<file path="src/sv/assert_macros.svh">
// Assertion macros shared by the tracker modules.
// Each macro samples on the rising edge of clock and is off while reset is high.
`ifndef ASSERT_MACROS_SVH
`define ASSERT_MACROS_SVH

// The expression must hold at every clock edge.
`define ASSERT_ALWAYS(lbl, expr, msg) \
   lbl: assert property (@(posedge clock) disable iff (reset) (expr)) else $error(msg);

// Whenever the antecedent holds, the consequent must hold in the same cycle.
`define ASSERT_IMPLIES(lbl, ante, cons, msg) \
   lbl: assert property (@(posedge clock) disable iff (reset) (ante) |-> (cons)) else $error(msg);

`endif

</file>
<file path="src/sv/arqst_pkg.sv">
// Shared types and constants of the selective-repeat send tracker.
// Used by arqst_ctrl, arqst_dp and arq_send_tracker; depends on nothing.
package arqst_pkg;

   // Default sizes handed to the top level.
   localparam int TASK_SLOTS_DEF = 4;
   localparam int MAX_FRAGS_DEF  = 16;

   // Field widths.
   localparam int KIND_W     = 2;
   localparam int ID_W       = 32;
   localparam int FC_W       = 5;
   localparam int AI_W       = 16;
   localparam int NOW_W      = 48;
   localparam int EV_W       = 2;
   localparam int FRAG_OUT_W = 4;
   localparam int RETRY_W    = 8;
   localparam int TMO_W      = 15;

   // Request payload layout, lowest bit first.
   localparam int IN_CLIENT_LSB = 0;
   localparam int IN_DATA_LSB   = IN_CLIENT_LSB + ID_W;
   localparam int IN_FC_LSB     = IN_DATA_LSB + ID_W;
   localparam int IN_AI_LSB     = IN_FC_LSB + FC_W;
   localparam int IN_NOW_LSB    = IN_AI_LSB + AI_W;
   localparam int IN_BITS       = IN_NOW_LSB + NOW_W;
   localparam int REQ_DATA_W    = ((IN_BITS + 7) / 8) * 8;

   // Response payload layout, lowest bit first.
   localparam int OUT_CLIENT_LSB = 0;
   localparam int OUT_DATA_LSB   = OUT_CLIENT_LSB + ID_W;
   localparam int OUT_FRAG_LSB   = OUT_DATA_LSB + ID_W;
   localparam int OUT_BITS       = OUT_FRAG_LSB + FRAG_OUT_W;
   localparam int RSP_DATA_W     = ((OUT_BITS + 7) / 8) * 8;

   // Configuration port.
   localparam int CSR_IDX_W  = 1;
   localparam int CSR_DATA_W = TMO_W;
   localparam logic [CSR_IDX_W-1:0] CSR_MAX_RETRIES = 1'd0;
   localparam logic [CSR_IDX_W-1:0] CSR_BASE_TMO    = 1'd1;
   localparam logic [RETRY_W-1:0]   MAX_RETRIES_RST = 8'd5;
   localparam logic [TMO_W-1:0]     BASE_TMO_RST    = 15'd500;

   localparam int TIMEOUT_CAP = 30000;

   typedef enum logic [KIND_W-1:0] {
      KIND_START = 2'd0,
      KIND_ACK   = 2'd1,
      KIND_TICK  = 2'd2,
      KIND_NONE  = 2'd3
   } kind_type;

   typedef enum logic [EV_W-1:0] {
      EV_SEND = 2'd0,
      EV_DONE = 2'd1,
      EV_FAIL = 2'd2,
      EV_FULL = 2'd3
   } event_type;

   // Commands from the controller to the datapath.
   typedef struct packed {
      logic      capture;
      logic      install;
      logic      ack_wr;
      logic      clr_valid;
      logic      tick_upd;
      logic      emit;
      event_type emit_ev;
      logic      emit_slot;
      logic      emit_frag;
      logic      flush;
      logic      slot_clr;
      logic      slot_inc;
      logic      frag_clr;
      logic      frag_inc;
   } cmd_type;

   // Status from the datapath to the controller.
   typedef struct packed {
      kind_type kind;
      logic     hit;
      logic     has_free;
      logic     ack_done;
      logic     tmo_hit;
      logic     miss_none;
      logic     retry_out;
      logic     frag_missing;
      logic     send_last;
      logic     resend_last;
      logic     last_slot;
      logic     can_emit;
      logic     hold_valid;
      logic     out_free;
   } sts_type;

endpackage

</file>
<file path="src/sv/arq_send_tracker.sv">
// Top level of the selective-repeat send tracker.
// Joins arqst_ctrl and arqst_dp; depends on arqst_pkg.
//
// The block handles one request at a time. A start that installs a task sends
// each of its fragments, a full table or an ack gives at most one result, and
// a tick checks every task slot and walks every fragment of each task that is
// retransmitted. The slot and fragment walk moves at most one result a cycle
// into the output register, and a stalled rsp channel holds it back. The final
// result of a request is held in the hold register until the walk ends, so that
// it carries tlast. A new request is taken while the last result still waits in
// the output register. The table needs no clearing pass after reset.
module arq_send_tracker #(
   parameter int TASK_SLOTS = arqst_pkg::TASK_SLOTS_DEF,
   parameter int MAX_FRAGS  = arqst_pkg::MAX_FRAGS_DEF
) (
   input  logic                              clock,
   input  logic                              reset,
   // Configuration writes.
   input  logic                              csr_we,
   input  logic [arqst_pkg::CSR_IDX_W-1:0]   csr_index,
   input  logic [arqst_pkg::CSR_DATA_W-1:0]  csr_wdata,
   // Requests.
   input  logic                              req_tvalid,
   output logic                              req_tready,
   // client_id, data_id, frag_count, acked_index, now_ms, zero padding
   input  logic [arqst_pkg::REQ_DATA_W-1:0]  req_tdata,
   // kind
   input  logic [arqst_pkg::KIND_W-1:0]      req_tuser,
   // Responses.
   output logic                              rsp_tvalid,
   input  logic                              rsp_tready,
   // out_client, out_data, frag_to_send, zero padding
   output logic [arqst_pkg::RSP_DATA_W-1:0]  rsp_tdata,
   // event_res
   output logic [arqst_pkg::EV_W-1:0]        rsp_tuser,
   output logic                              rsp_tlast
);

   arqst_pkg::cmd_type cmd;
   arqst_pkg::sts_type sts;

   arqst_ctrl u_ctrl (
      .clock      (clock),
      .reset      (reset),
      .req_tvalid (req_tvalid),
      .req_tready (req_tready),
      .sts        (sts),
      .cmd        (cmd)
   );

   arqst_dp #(
      .TASK_SLOTS (TASK_SLOTS),
      .MAX_FRAGS  (MAX_FRAGS)
   ) u_dp (
      .clock      (clock),
      .reset      (reset),
      .csr_we     (csr_we),
      .csr_index  (csr_index),
      .csr_wdata  (csr_wdata),
      .req_tdata  (req_tdata),
      .req_tuser  (req_tuser),
      .cmd        (cmd),
      .sts        (sts),
      .rsp_tvalid (rsp_tvalid),
      .rsp_tready (rsp_tready),
      .rsp_tdata  (rsp_tdata),
      .rsp_tuser  (rsp_tuser),
      .rsp_tlast  (rsp_tlast)
   );

endmodule

</file>
<file path="src/sv/arqst_ctrl.sv">
// Sequencing controller of the send tracker: decodes each request and walks
// slots and fragments. Depends on arqst_pkg and assert_macros.svh.
`include "assert_macros.svh"

module arqst_ctrl (
   input  logic              clock,
   input  logic              reset,
   input  logic              req_tvalid,
   output logic              req_tready,
   input  arqst_pkg::sts_type sts,
   output arqst_pkg::cmd_type cmd
);

   typedef enum logic [2:0] {
      ST_IDLE,
      ST_DECODE,
      ST_SEND,
      ST_TCHK,
      ST_RESEND,
      ST_FLUSH
   } state_type;

   state_type state_ff, state_in;
   logic      ready_ff, ready_in;

   assign req_tready = ready_ff;

   always_comb begin
      cmd      = '0;
      state_in = state_ff;
      unique case (state_ff)
         ST_IDLE: begin
            cmd.capture = req_tvalid & ready_ff;
            if (cmd.capture) begin
               state_in = ST_DECODE;
            end
         end
         ST_DECODE: begin
            unique case (sts.kind)
               arqst_pkg::KIND_START: begin
                  if (sts.hit || sts.has_free) begin
                     cmd.install  = 1'b1;
                     cmd.frag_clr = 1'b1;
                     state_in     = ST_SEND;
                  end else if (sts.can_emit) begin
                     cmd.emit    = 1'b1;
                     cmd.emit_ev = arqst_pkg::EV_FULL;
                     state_in    = ST_FLUSH;
                  end
               end
               arqst_pkg::KIND_ACK: begin
                  if (sts.hit) begin
                     cmd.ack_wr = 1'b1;
                     if (sts.ack_done) begin
                        cmd.emit      = 1'b1;
                        cmd.emit_ev   = arqst_pkg::EV_DONE;
                        cmd.clr_valid = 1'b1;
                     end
                  end
                  state_in = ST_FLUSH;
               end
               arqst_pkg::KIND_TICK: begin
                  cmd.slot_clr = 1'b1;
                  state_in     = ST_TCHK;
               end
               default: begin
                  state_in = ST_IDLE;
               end
            endcase
         end
         ST_SEND: begin
            if (sts.can_emit) begin
               cmd.emit      = 1'b1;
               cmd.emit_ev   = arqst_pkg::EV_SEND;
               cmd.emit_frag = 1'b1;
               if (sts.send_last) begin
                  state_in = ST_FLUSH;
               end else begin
                  cmd.frag_inc = 1'b1;
               end
            end
         end
         ST_TCHK: begin
            priority if (!sts.tmo_hit) begin
               cmd.slot_inc = !sts.last_slot;
               state_in     = sts.last_slot ? ST_FLUSH : ST_TCHK;
            end else if (sts.miss_none || sts.retry_out) begin
               if (sts.can_emit) begin
                  cmd.emit      = 1'b1;
                  cmd.emit_ev   = sts.miss_none ? arqst_pkg::EV_DONE : arqst_pkg::EV_FAIL;
                  cmd.emit_slot = 1'b1;
                  cmd.clr_valid = 1'b1;
                  cmd.slot_inc  = !sts.last_slot;
                  state_in      = sts.last_slot ? ST_FLUSH : ST_TCHK;
               end
            end else begin
               cmd.tick_upd = 1'b1;
               cmd.frag_clr = 1'b1;
               state_in     = ST_RESEND;
            end
         end
         ST_RESEND: begin
            // A fragment that is already acknowledged is stepped over.
            if (!sts.frag_missing || sts.can_emit) begin
               cmd.emit      = sts.frag_missing;
               cmd.emit_ev   = arqst_pkg::EV_SEND;
               cmd.emit_slot = 1'b1;
               cmd.emit_frag = 1'b1;
               if (sts.resend_last) begin
                  cmd.slot_inc = !sts.last_slot;
                  state_in     = sts.last_slot ? ST_FLUSH : ST_TCHK;
               end else begin
                  cmd.frag_inc = 1'b1;
               end
            end
         end
         ST_FLUSH: begin
            if (!sts.hold_valid) begin
               state_in = ST_IDLE;
            end else if (sts.out_free) begin
               cmd.flush = 1'b1;
               state_in  = ST_IDLE;
            end
         end
         default: begin
            state_in = ST_IDLE;
         end
      endcase
      ready_in = (state_in == ST_IDLE);
   end

   always_ff @(posedge clock) begin
      if (reset) begin
         state_ff <= ST_IDLE;
         ready_ff <= 1'b1;
      end else begin
         state_ff <= state_in;
         ready_ff <= ready_in;
      end
   end

   `ASSERT_IMPLIES(a_ready_hold_empty, ready_ff, !sts.hold_valid, "ready while a result is held")
   `ASSERT_IMPLIES(a_decode_after_capture, state_ff == ST_DECODE, $past(cmd.capture), "decode without a captured request")

endmodule

</file>
<file path="src/sv/arqst_dp.sv">
// Datapath of the send tracker: request capture, task table, configuration
// registers, and the held and output result registers. Depends on arqst_pkg.
`include "assert_macros.svh"

module arqst_dp #(
   parameter int TASK_SLOTS = arqst_pkg::TASK_SLOTS_DEF,
   parameter int MAX_FRAGS  = arqst_pkg::MAX_FRAGS_DEF
) (
   input  logic                              clock,
   input  logic                              reset,
   input  logic                              csr_we,
   input  logic [arqst_pkg::CSR_IDX_W-1:0]   csr_index,
   input  logic [arqst_pkg::CSR_DATA_W-1:0]  csr_wdata,
   input  logic [arqst_pkg::REQ_DATA_W-1:0]  req_tdata,
   input  logic [arqst_pkg::KIND_W-1:0]      req_tuser,
   input  arqst_pkg::cmd_type                cmd,
   output arqst_pkg::sts_type                sts,
   output logic                              rsp_tvalid,
   input  logic                              rsp_tready,
   output logic [arqst_pkg::RSP_DATA_W-1:0]  rsp_tdata,
   output logic [arqst_pkg::EV_W-1:0]        rsp_tuser,
   output logic                              rsp_tlast
);

   localparam int SIDX_W = (TASK_SLOTS > 1) ? $clog2(TASK_SLOTS) : 1;
   localparam int FIDX_W = (MAX_FRAGS > 1) ? $clog2(MAX_FRAGS) : 1;
   localparam int FCNT_W = $clog2(MAX_FRAGS + 1);
   localparam int ID_W   = arqst_pkg::ID_W;
   localparam int NOW_W  = arqst_pkg::NOW_W;
   localparam int TMO_W  = arqst_pkg::TMO_W;
   localparam int RTY_W  = arqst_pkg::RETRY_W;
   localparam int AI_W   = arqst_pkg::AI_W;
   localparam int FC_W   = arqst_pkg::FC_W;

   // Configuration registers.
   logic [RTY_W-1:0] max_retries_ff, max_retries_in;
   logic [TMO_W-1:0] base_tmo_ff, base_tmo_in;

   // Captured request.
   arqst_pkg::kind_type item_kind_ff, item_kind_in;
   logic [ID_W-1:0]     item_client_ff, item_client_in;
   logic [ID_W-1:0]     item_data_ff, item_data_in;
   logic [FCNT_W-1:0]   item_fc_ff, item_fc_in;
   logic [AI_W-1:0]     item_ai_ff, item_ai_in;
   logic [NOW_W-1:0]    item_now_ff, item_now_in;

   // Task table.
   logic                 valid_ff [TASK_SLOTS];
   logic                 valid_in [TASK_SLOTS];
   logic [ID_W-1:0]      client_ff [TASK_SLOTS];
   logic [ID_W-1:0]      client_in [TASK_SLOTS];
   logic [ID_W-1:0]      data_ff [TASK_SLOTS];
   logic [ID_W-1:0]      data_in [TASK_SLOTS];
   logic [FCNT_W-1:0]    frags_ff [TASK_SLOTS];
   logic [FCNT_W-1:0]    frags_in [TASK_SLOTS];
   logic [MAX_FRAGS-1:0] ack_ff [TASK_SLOTS];
   logic [MAX_FRAGS-1:0] ack_in [TASK_SLOTS];
   logic [RTY_W-1:0]     retry_ff [TASK_SLOTS];
   logic [RTY_W-1:0]     retry_in [TASK_SLOTS];
   logic [NOW_W-1:0]     sent_ff [TASK_SLOTS];
   logic [NOW_W-1:0]     sent_in [TASK_SLOTS];
   logic [TMO_W-1:0]     tmo_ff [TASK_SLOTS];
   logic [TMO_W-1:0]     tmo_in [TASK_SLOTS];

   // Walk counters.
   logic [SIDX_W-1:0] slot_ff, slot_in;
   logic [FIDX_W-1:0] frag_ff, frag_in;

   // Held result, waiting to learn whether it is the last one.
   logic                         hold_valid_ff, hold_valid_in;
   arqst_pkg::event_type         hold_ev_ff, hold_ev_in;
   logic [ID_W-1:0]              hold_client_ff, hold_client_in;
   logic [ID_W-1:0]              hold_data_ff, hold_data_in;
   logic [arqst_pkg::FRAG_OUT_W-1:0] hold_frag_ff, hold_frag_in;

   // Output register.
   logic                         out_valid_ff, out_valid_in;
   arqst_pkg::event_type         out_ev_ff, out_ev_in;
   logic [ID_W-1:0]              out_client_ff, out_client_in;
   logic [ID_W-1:0]              out_data_ff, out_data_in;
   logic [arqst_pkg::FRAG_OUT_W-1:0] out_frag_ff, out_frag_in;
   logic                         out_last_ff, out_last_in;

   logic [FC_W-1:0]      fc_raw;
   logic [FC_W-1:0]      fc_clamp;
   logic [TASK_SLOTS-1:0] match_vec;
   logic [TASK_SLOTS-1:0] free_vec;
   logic [SIDX_W-1:0]    match_idx;
   logic [SIDX_W-1:0]    free_idx;
   logic [SIDX_W-1:0]    tgt_idx;
   logic [FCNT_W-1:0]    tgt_frags;
   logic [MAX_FRAGS-1:0] tgt_all;
   logic [MAX_FRAGS-1:0] ack_mask;
   logic [MAX_FRAGS-1:0] ack_new;
   logic [FCNT_W-1:0]    rd_frags;
   logic [MAX_FRAGS-1:0] rd_missing;
   logic [NOW_W:0]       age;
   logic [TMO_W:0]       tmo_dbl;
   logic [TMO_W-1:0]     tmo_next;
   logic                 out_free;
   logic                 move;

   // Clamp the fragment count of a start into one to MAX_FRAGS.
   always_comb begin
      fc_raw = req_tdata[arqst_pkg::IN_FC_LSB +: FC_W];
      priority if (fc_raw == '0) begin
         fc_clamp = FC_W'(1);
      end else if (fc_raw > FC_W'(MAX_FRAGS)) begin
         fc_clamp = FC_W'(MAX_FRAGS);
      end else begin
         fc_clamp = fc_raw;
      end
   end

   // Key lookup and first free slot, lowest slot first.
   always_comb begin
      match_idx = '0;
      free_idx  = '0;
      for (int i = TASK_SLOTS - 1; i >= 0; i--) begin
         match_vec[i] = valid_ff[i] && (client_ff[i] == item_client_ff)
                        && (data_ff[i] == item_data_ff);
         free_vec[i]  = !valid_ff[i];
         if (match_vec[i]) begin
            match_idx = SIDX_W'(i);
         end
         if (free_vec[i]) begin
            free_idx = SIDX_W'(i);
         end
      end
   end

   assign tgt_idx   = (item_kind_ff == arqst_pkg::KIND_TICK) ? slot_ff
                      : ((|match_vec) ? match_idx : free_idx);
   assign tgt_frags = frags_ff[tgt_idx];

   // A cumulative ack covers every fragment up to acked_index that exists.
   always_comb begin
      for (int b = 0; b < MAX_FRAGS; b++) begin
         tgt_all[b]  = (FCNT_W'(b) < tgt_frags);
         ack_mask[b] = tgt_all[b] && (AI_W'(b) <= item_ai_ff);
      end
      ack_new = ack_ff[tgt_idx] | ack_mask;
   end

   // Timeout check and retransmission set of the slot under walk.
   always_comb begin
      rd_frags = frags_ff[slot_ff];
      for (int b = 0; b < MAX_FRAGS; b++) begin
         rd_missing[b] = (FCNT_W'(b) < rd_frags) && !ack_ff[slot_ff][b];
      end
      age     = {1'b0, item_now_ff} - {1'b0, sent_ff[slot_ff]};
      tmo_dbl = {tmo_ff[slot_ff], 1'b0};
      if (tmo_dbl < (TMO_W + 1)'(arqst_pkg::TIMEOUT_CAP)) begin
         tmo_next = tmo_dbl[TMO_W-1:0];
      end else begin
         tmo_next = TMO_W'(arqst_pkg::TIMEOUT_CAP);
      end
   end

   assign out_free = !out_valid_ff || rsp_tready;
   assign move     = (cmd.emit || cmd.flush) && hold_valid_ff;

   always_comb begin
      sts.kind         = item_kind_ff;
      sts.hit          = |match_vec;
      sts.has_free     = |free_vec;
      sts.ack_done     = &(ack_new | ~tgt_all);
      sts.tmo_hit      = valid_ff[slot_ff] && !age[NOW_W]
                         && (age[NOW_W-1:0] >= NOW_W'(tmo_ff[slot_ff]));
      sts.miss_none    = ~|rd_missing;
      sts.retry_out    = retry_ff[slot_ff] >= max_retries_ff;
      sts.frag_missing = rd_missing[frag_ff];
      sts.send_last    = FCNT_W'(frag_ff) == (item_fc_ff - FCNT_W'(1));
      sts.resend_last  = FCNT_W'(frag_ff) == (rd_frags - FCNT_W'(1));
      sts.last_slot    = slot_ff == SIDX_W'(TASK_SLOTS - 1);
      sts.can_emit     = !hold_valid_ff || out_free;
      sts.hold_valid   = hold_valid_ff;
      sts.out_free     = out_free;
   end

   always_comb begin
      max_retries_in = max_retries_ff;
      base_tmo_in    = base_tmo_ff;
      if (csr_we) begin
         unique case (csr_index)
            arqst_pkg::CSR_MAX_RETRIES: max_retries_in = csr_wdata[RTY_W-1:0];
            arqst_pkg::CSR_BASE_TMO:    base_tmo_in    = csr_wdata[TMO_W-1:0];
            default:                    max_retries_in = max_retries_ff;
         endcase
      end

      item_kind_in   = item_kind_ff;
      item_client_in = item_client_ff;
      item_data_in   = item_data_ff;
      item_fc_in     = item_fc_ff;
      item_ai_in     = item_ai_ff;
      item_now_in    = item_now_ff;
      if (cmd.capture) begin
         item_kind_in   = arqst_pkg::kind_type'(req_tuser);
         item_client_in = req_tdata[arqst_pkg::IN_CLIENT_LSB +: ID_W];
         item_data_in   = req_tdata[arqst_pkg::IN_DATA_LSB +: ID_W];
         item_fc_in     = FCNT_W'(fc_clamp);
         item_ai_in     = req_tdata[arqst_pkg::IN_AI_LSB +: AI_W];
         item_now_in    = req_tdata[arqst_pkg::IN_NOW_LSB +: NOW_W];
      end

      valid_in  = valid_ff;
      client_in = client_ff;
      data_in   = data_ff;
      frags_in  = frags_ff;
      ack_in    = ack_ff;
      retry_in  = retry_ff;
      sent_in   = sent_ff;
      tmo_in    = tmo_ff;
      if (cmd.install) begin
         valid_in[tgt_idx]  = 1'b1;
         client_in[tgt_idx] = item_client_ff;
         data_in[tgt_idx]   = item_data_ff;
         frags_in[tgt_idx]  = item_fc_ff;
         ack_in[tgt_idx]    = '0;
         retry_in[tgt_idx]  = '0;
         sent_in[tgt_idx]   = item_now_ff;
         tmo_in[tgt_idx]    = base_tmo_ff;
      end
      if (cmd.ack_wr) begin
         ack_in[tgt_idx] = ack_new;
      end
      if (cmd.clr_valid) begin
         valid_in[tgt_idx] = 1'b0;
      end
      if (cmd.tick_upd) begin
         retry_in[slot_ff] = retry_ff[slot_ff] + RTY_W'(1);
         sent_in[slot_ff]  = item_now_ff;
         tmo_in[slot_ff]   = tmo_next;
      end

      slot_in = slot_ff;
      if (cmd.slot_clr) begin
         slot_in = '0;
      end else if (cmd.slot_inc) begin
         slot_in = slot_ff + SIDX_W'(1);
      end
      frag_in = frag_ff;
      if (cmd.frag_clr) begin
         frag_in = '0;
      end else if (cmd.frag_inc) begin
         frag_in = frag_ff + FIDX_W'(1);
      end

      // A new result pushes the held one out as not last; a flush marks it last.
      out_valid_in  = out_valid_ff && !rsp_tready;
      out_ev_in     = out_ev_ff;
      out_client_in = out_client_ff;
      out_data_in   = out_data_ff;
      out_frag_in   = out_frag_ff;
      out_last_in   = out_last_ff;
      if (move) begin
         out_valid_in  = 1'b1;
         out_ev_in     = hold_ev_ff;
         out_client_in = hold_client_ff;
         out_data_in   = hold_data_ff;
         out_frag_in   = hold_frag_ff;
         out_last_in   = cmd.flush;
      end

      hold_valid_in  = hold_valid_ff && !move;
      hold_ev_in     = hold_ev_ff;
      hold_client_in = hold_client_ff;
      hold_data_in   = hold_data_ff;
      hold_frag_in   = hold_frag_ff;
      if (cmd.emit) begin
         hold_valid_in  = 1'b1;
         hold_ev_in     = cmd.emit_ev;
         hold_client_in = cmd.emit_slot ? client_ff[slot_ff] : item_client_ff;
         hold_data_in   = cmd.emit_slot ? data_ff[slot_ff] : item_data_ff;
         hold_frag_in   = cmd.emit_frag ? arqst_pkg::FRAG_OUT_W'(frag_ff) : '0;
      end
   end

   always_ff @(posedge clock) begin
      if (reset) begin
         max_retries_ff <= arqst_pkg::MAX_RETRIES_RST;
         base_tmo_ff    <= arqst_pkg::BASE_TMO_RST;
         hold_valid_ff  <= 1'b0;
         out_valid_ff   <= 1'b0;
         for (int i = 0; i < TASK_SLOTS; i++) begin
            valid_ff[i] <= 1'b0;
         end
      end else begin
         max_retries_ff <= max_retries_in;
         base_tmo_ff    <= base_tmo_in;
         hold_valid_ff  <= hold_valid_in;
         out_valid_ff   <= out_valid_in;
         valid_ff       <= valid_in;
      end
   end

   always_ff @(posedge clock) begin
      item_kind_ff   <= item_kind_in;
      item_client_ff <= item_client_in;
      item_data_ff   <= item_data_in;
      item_fc_ff     <= item_fc_in;
      item_ai_ff     <= item_ai_in;
      item_now_ff    <= item_now_in;
      client_ff      <= client_in;
      data_ff        <= data_in;
      frags_ff       <= frags_in;
      ack_ff         <= ack_in;
      retry_ff       <= retry_in;
      sent_ff        <= sent_in;
      tmo_ff         <= tmo_in;
      slot_ff        <= slot_in;
      frag_ff        <= frag_in;
      hold_ev_ff     <= hold_ev_in;
      hold_client_ff <= hold_client_in;
      hold_data_ff   <= hold_data_in;
      hold_frag_ff   <= hold_frag_in;
      out_ev_ff      <= out_ev_in;
      out_client_ff  <= out_client_in;
      out_data_ff    <= out_data_in;
      out_frag_ff    <= out_frag_in;
      out_last_ff    <= out_last_in;
   end

   assign rsp_tvalid = out_valid_ff;
   assign rsp_tuser  = out_ev_ff;
   assign rsp_tlast  = out_last_ff;
   always_comb begin
      rsp_tdata = '0;
      rsp_tdata[arqst_pkg::OUT_CLIENT_LSB +: ID_W] = out_client_ff;
      rsp_tdata[arqst_pkg::OUT_DATA_LSB +: ID_W]   = out_data_ff;
      rsp_tdata[arqst_pkg::OUT_FRAG_LSB +: arqst_pkg::FRAG_OUT_W] = out_frag_ff;
   end

   `ASSERT_IMPLIES(a_no_overwrite, cmd.emit && hold_valid_ff, out_free, "result pushed into a busy output register")
   `ASSERT_ALWAYS(a_single_slot_write, !(cmd.install && (cmd.clr_valid || cmd.tick_upd)), "conflicting table writes")

endmodule
</file>
<file path="config.mk">
export PLATFORM = sky130hd
export DESIGN_NAME = arq_send_tracker
export DESIGN_NICKNAME = d
export VERILOG_FILES = /design/src/sv/arqst_pkg.sv /design/src/sv/arq_send_tracker.sv /design/src/sv/arqst_ctrl.sv /design/src/sv/arqst_dp.sv
export VERILOG_INCLUDE_DIRS = /design/src /design/src/sv
export SDC_FILE = /design/constraint.sdc
export NUM_CORES = 2
export LEC_CHECK = 0
export BUFFER_PORTS_ARGS = -buffer_cell sky130_fd_sc_hd__buf_4
export CAP_MARGIN = 20
export CORE_MARGIN = 1
export CORE_UTILIZATION = 55
export DETAILED_ROUTE_END_ITERATION = 10
export HOLD_SLACK_MARGIN = 0.15
export PLACE_DENSITY = 0.7
export RECOVER_POWER = 25
export SETUP_SLACK_MARGIN = 0.4
export SLEW_MARGIN = 40
export SYNTH_ARGS = -nofsm -noshare
export SYNTH_HDL_FRONTEND = slang
export SYNTH_SLANG_ARGS = --single-unit
export TNS_END_PERCENT = 100
</file>
<file path="constraint.sdc">
create_clock -name clock -period 16.3 [get_ports clock]
set_input_delay 0.815 -clock clock [delete_from_list [all_inputs] [get_ports clock]]
set_output_delay 0.815 -clock clock [all_outputs]
set_load 0.05 [all_outputs]
</file>
==> impl_metrics.toml <==
[routing]
dr.pass1.iters = 10
drt_first_iter_violations = 2948
vias_after_detailed_routing = 29962
ant_nets = 0
avgRoutedWirePerCell_um = 24.17
via_per_instance_ratio = 6.156
detail_route.wirelength_mm = 117.6
drcViolationCount = 40

[synthesis]
synthXorXnorAreaFrac_pct = 5.182
combinational_family_with_the_most_area_after_synthesis = "multiplexers"
yosys-top-cells-count = "edfxtp_1, dfxtp_1, nand2_1"
yosys.cell_types.count = 94
netlist.area_leader.share_pct = 36.73
compound_gate_fraction_of_synth_area_pct = 8.212
ys_dominant_reg_cell = "edfxtp_1"
cell_count_after_synthesis = 3582
synth-seq-cells = 939
ys_async_sr_fraction_pct = 0
synth_top_cell_by_area = "edfxtp_1"
synth.top_cells.by_area = "edfxtp_1, dfxtp_1, mux4_2"
post_synth_edffs = 552
synthMostInstantiatedCell = "edfxtp_1"
synth.avg_cell_area_um2 = 12.60
mappedNetlistArea_um2 = 45130
synthSimpleGateAreaFrac_pct = 9.319
synth-warning-count = 0
post_synthesis_adder_cell_area_fraction_pct = 2.429
post_synth_mux_area_share_pct = 17.55
ys_seq_area_share_pct = 53.90

[sta]
tightest_slew_ns = 0.8434
final-setup-viol-count = 0
hold_viol = 0
unrepaired_setup_endpoints_after_global_routing = "no"
setup_tns_ns = 0
count_of_pins_over_their_slew_limit = 0
maxClockFrequency_mhz = 114.5
final.min_clock_period_ns = 8.737
worst_clock_skew_ns = 0.02776
slew_headroom_pct = 43.37
fin_crit_sh_pct = 53.60

[floorplan]
die-area_um2 = 83200
io_pins = 236
floorplan.core_area_um2 = 80810
fp.dieW_um = 288.4
starting_density_of_the_core_pct = 55.85
die_height_um = 288.4
num_rows = 104

[worst_hold_path]
hp-class = "input pin to register"
hold_path_depth = 1
hold_startpoint = "req_tdata[55]"
holdPathEnd = "u_dp.item_data_ff[23]"

[clocking]
clk_latency_ns = 0.67
tritoncts_clock_tree = "yes"
tritoncts_num_sinks = 939
cts-root-buf = "clkbuf_16"
clk_path_buf_depth = 3
clk_pin_slew_worst_paths_ns = 0.06
cts_htree_levels = 3
holdBufCountCts = 0
post_cts_repair_timing_setup_buffer_count = 0
cts_resized = 0
tritoncts.num_buffers = 97

[worst_setup_path]
type_of_the_worst_setup_path = "register to register"
required_ns = 16.84
crit_arrival_ns = 9.28
path_delay_family = "compound AO/OA/AOI/OAI gates"
timing.critical_path.slowest_cell_delay_ns = 0.79
worst_setup_start_kind = "register"
r2r_start = "u_dp.slot_ff[0]"
rr_worst_depth = 27
crit_path_top_delay_cell = "a2111oi_1"
timing.rr.end = "u_dp.sent_ff[77]"
timing.reg2reg.setup_slack_ns = 7.56
critPathMaxFanout = 48
setup.worst_path.start = "u_dp.slot_ff[0]"
setup_crit_end_kind = "register"
cp.buffers_inverters = 4

[placed_design]
place_hpwl_mm = 79.79
gp_congestion = 0.9704
number_of_instances_in_the_placed_design = 4681
port_buffers = 228

[pwr]
ir_drop_v = 0.0001211
total_power_w = 0.008580
power_density_nw_per_um2 = 168.2
static_leakage_nw = 18.52

[outcome]
violations = "DRC"
run_status = "finished with violations"

[grt]
grt_start_max_net_pins = 137
initial_antenna_violation_count = 5
via_count_of_the_first_global_routing_pass = 28973
grt_first_pass_wirelength_mm = 176.1
gr-total-overflow = 0
track_usage_pct = 28.11

[finish]
multi_input_combinational_cell_area_um2 = 19440
syn_to_final_growth_pct = 13.05
filler_cell_count = 6235
drive_above_1_share_pct = 22.04
layoutNonFillerInstCount = 4867
seq_area_um2 = 24330
num-nets-final = 3967

[flow_run]
drv.max_cap_violation_count = 0
## placed cells by master (no fill, tap or decap), types with 36 or more instances in the layout
| cell | netlist | routed |
|---|---|---|
| nand2_1 | 230 | 226 |
| dfxtp_1 | 387 | 385 |
| nor2_1 | 114 | 112 |
| a21oi_1 | 134 | 133 |
| edfxtp_1 | 552 | 552 |
| mux2_1 | 64 | 64 |
| mux2i_1 | 110 | 110 |
| mux2_2 | 200 | 200 |
| clkbuf_16 | 0 | 103 |
| nand3_1 | 91 | 91 |
| nand4_1 | 72 | 72 |
| clkbuf_4 | 0 | 127 |
| xor2_1 | 110 | 110 |
| nand2b_1 | 50 | 50 |
| o21ai_0 | 137 | 137 |
| nor4_1 | 50 | 46 |
| inv_1 | 139 | 137 |
| a21o_1 | 53 | 53 |
| xnor2_1 | 157 | 157 |
| buf_4 | 20 | 121 |
| nor2b_1 | 74 | 74 |
| mux4_2 | 170 | 170 |
| a211oi_1 | 37 | 36 |
| ha_1 | 86 | 86 |
## sequential cells by signal (all words and copies together) (netlist names), 48 cells and up
register and flops:
u_dp.ack_ff 64, u_dp.client_ff 128, u_dp.tmo_ff 60, u_dp.sent_ff 192, u_dp.item_now_ff 48, u_dp.data_ff 128
## routing by layer
| metal | global-route usage [%] | wire length, um | vias up |
|---|---|---|---|
| met5 | 0 | 65 | - |
| met4 | 8.862 | 3543 | 10 |
| met3 | 5.403 | 9583 | 224 |
| met2 | 45.99 | 56230 | 1226 |
| met1 | 37.88 | 48190 | 14817 |
| li1 | - | - | 13685 |
## metrics by stage
stage                     instance area, um2  setup WS (ns)  hold slack [ns]  utilization (%)
after CTS                              50990          7.419           0.2829            63.10
after global routing                   51020          7.218           0.3200            63.13
final                                  51020          7.564           0.3414            63.13
after global placement                 47540          6.678           0.4009            58.84
after detailed placement               47650          7.463           0.4045            58.97
after floorplan                        45140          1.319           0.4003                -
## worst max path at each step
| stage | end | cells past startpoint |
|---|---|---|
| after floorplan | u_ctrl.req_tready | 5 |
| after CTS | u_dp.sent_ff[80] | 27 |
| after global placement | u_dp.hold_data_ff[14] | 25 |
| after detailed placement | u_dp.sent_ff[59] | 27 |
| after global routing | u_dp.sent_ff[77] | 27 |
| final | u_dp.sent_ff[77] | 27 |
## cells by family after synthesis
family,Yosys count
buffers and inverters,367
adder cells (fa/ha/maj),87
AO/OA/AOI/OAI,558
XOR/XNOR,267
flip-flops,939
multiplexers,545
other,1
AND/OR/NAND/NOR,818
## final cells by class
class | count | area share, %
antenna | 1 | 0.004905
clock buffer | 126 | 5.339
clock inverter | 58 | 1.207
inverter | 144 | 1.089
multi-input combinational | 2279 | 38.10
sequential | 939 | 47.69
tap | 1060 | 2.600
timing repair buffer | 260 | 3.971
## where the power goes
group	leakage (nW)	switching [W]	total, W	internal, W
Combinational	8.69	0.00173	0.00305	0.00132
Clock	1.63	0.000960	0.00230	0.00134
Sequential	8.19	0.000323	0.00323	0.00291
Total	18.5	0.00302	0.00858	0.00556
Note: power is estimated with default switching activity, not from simulation.
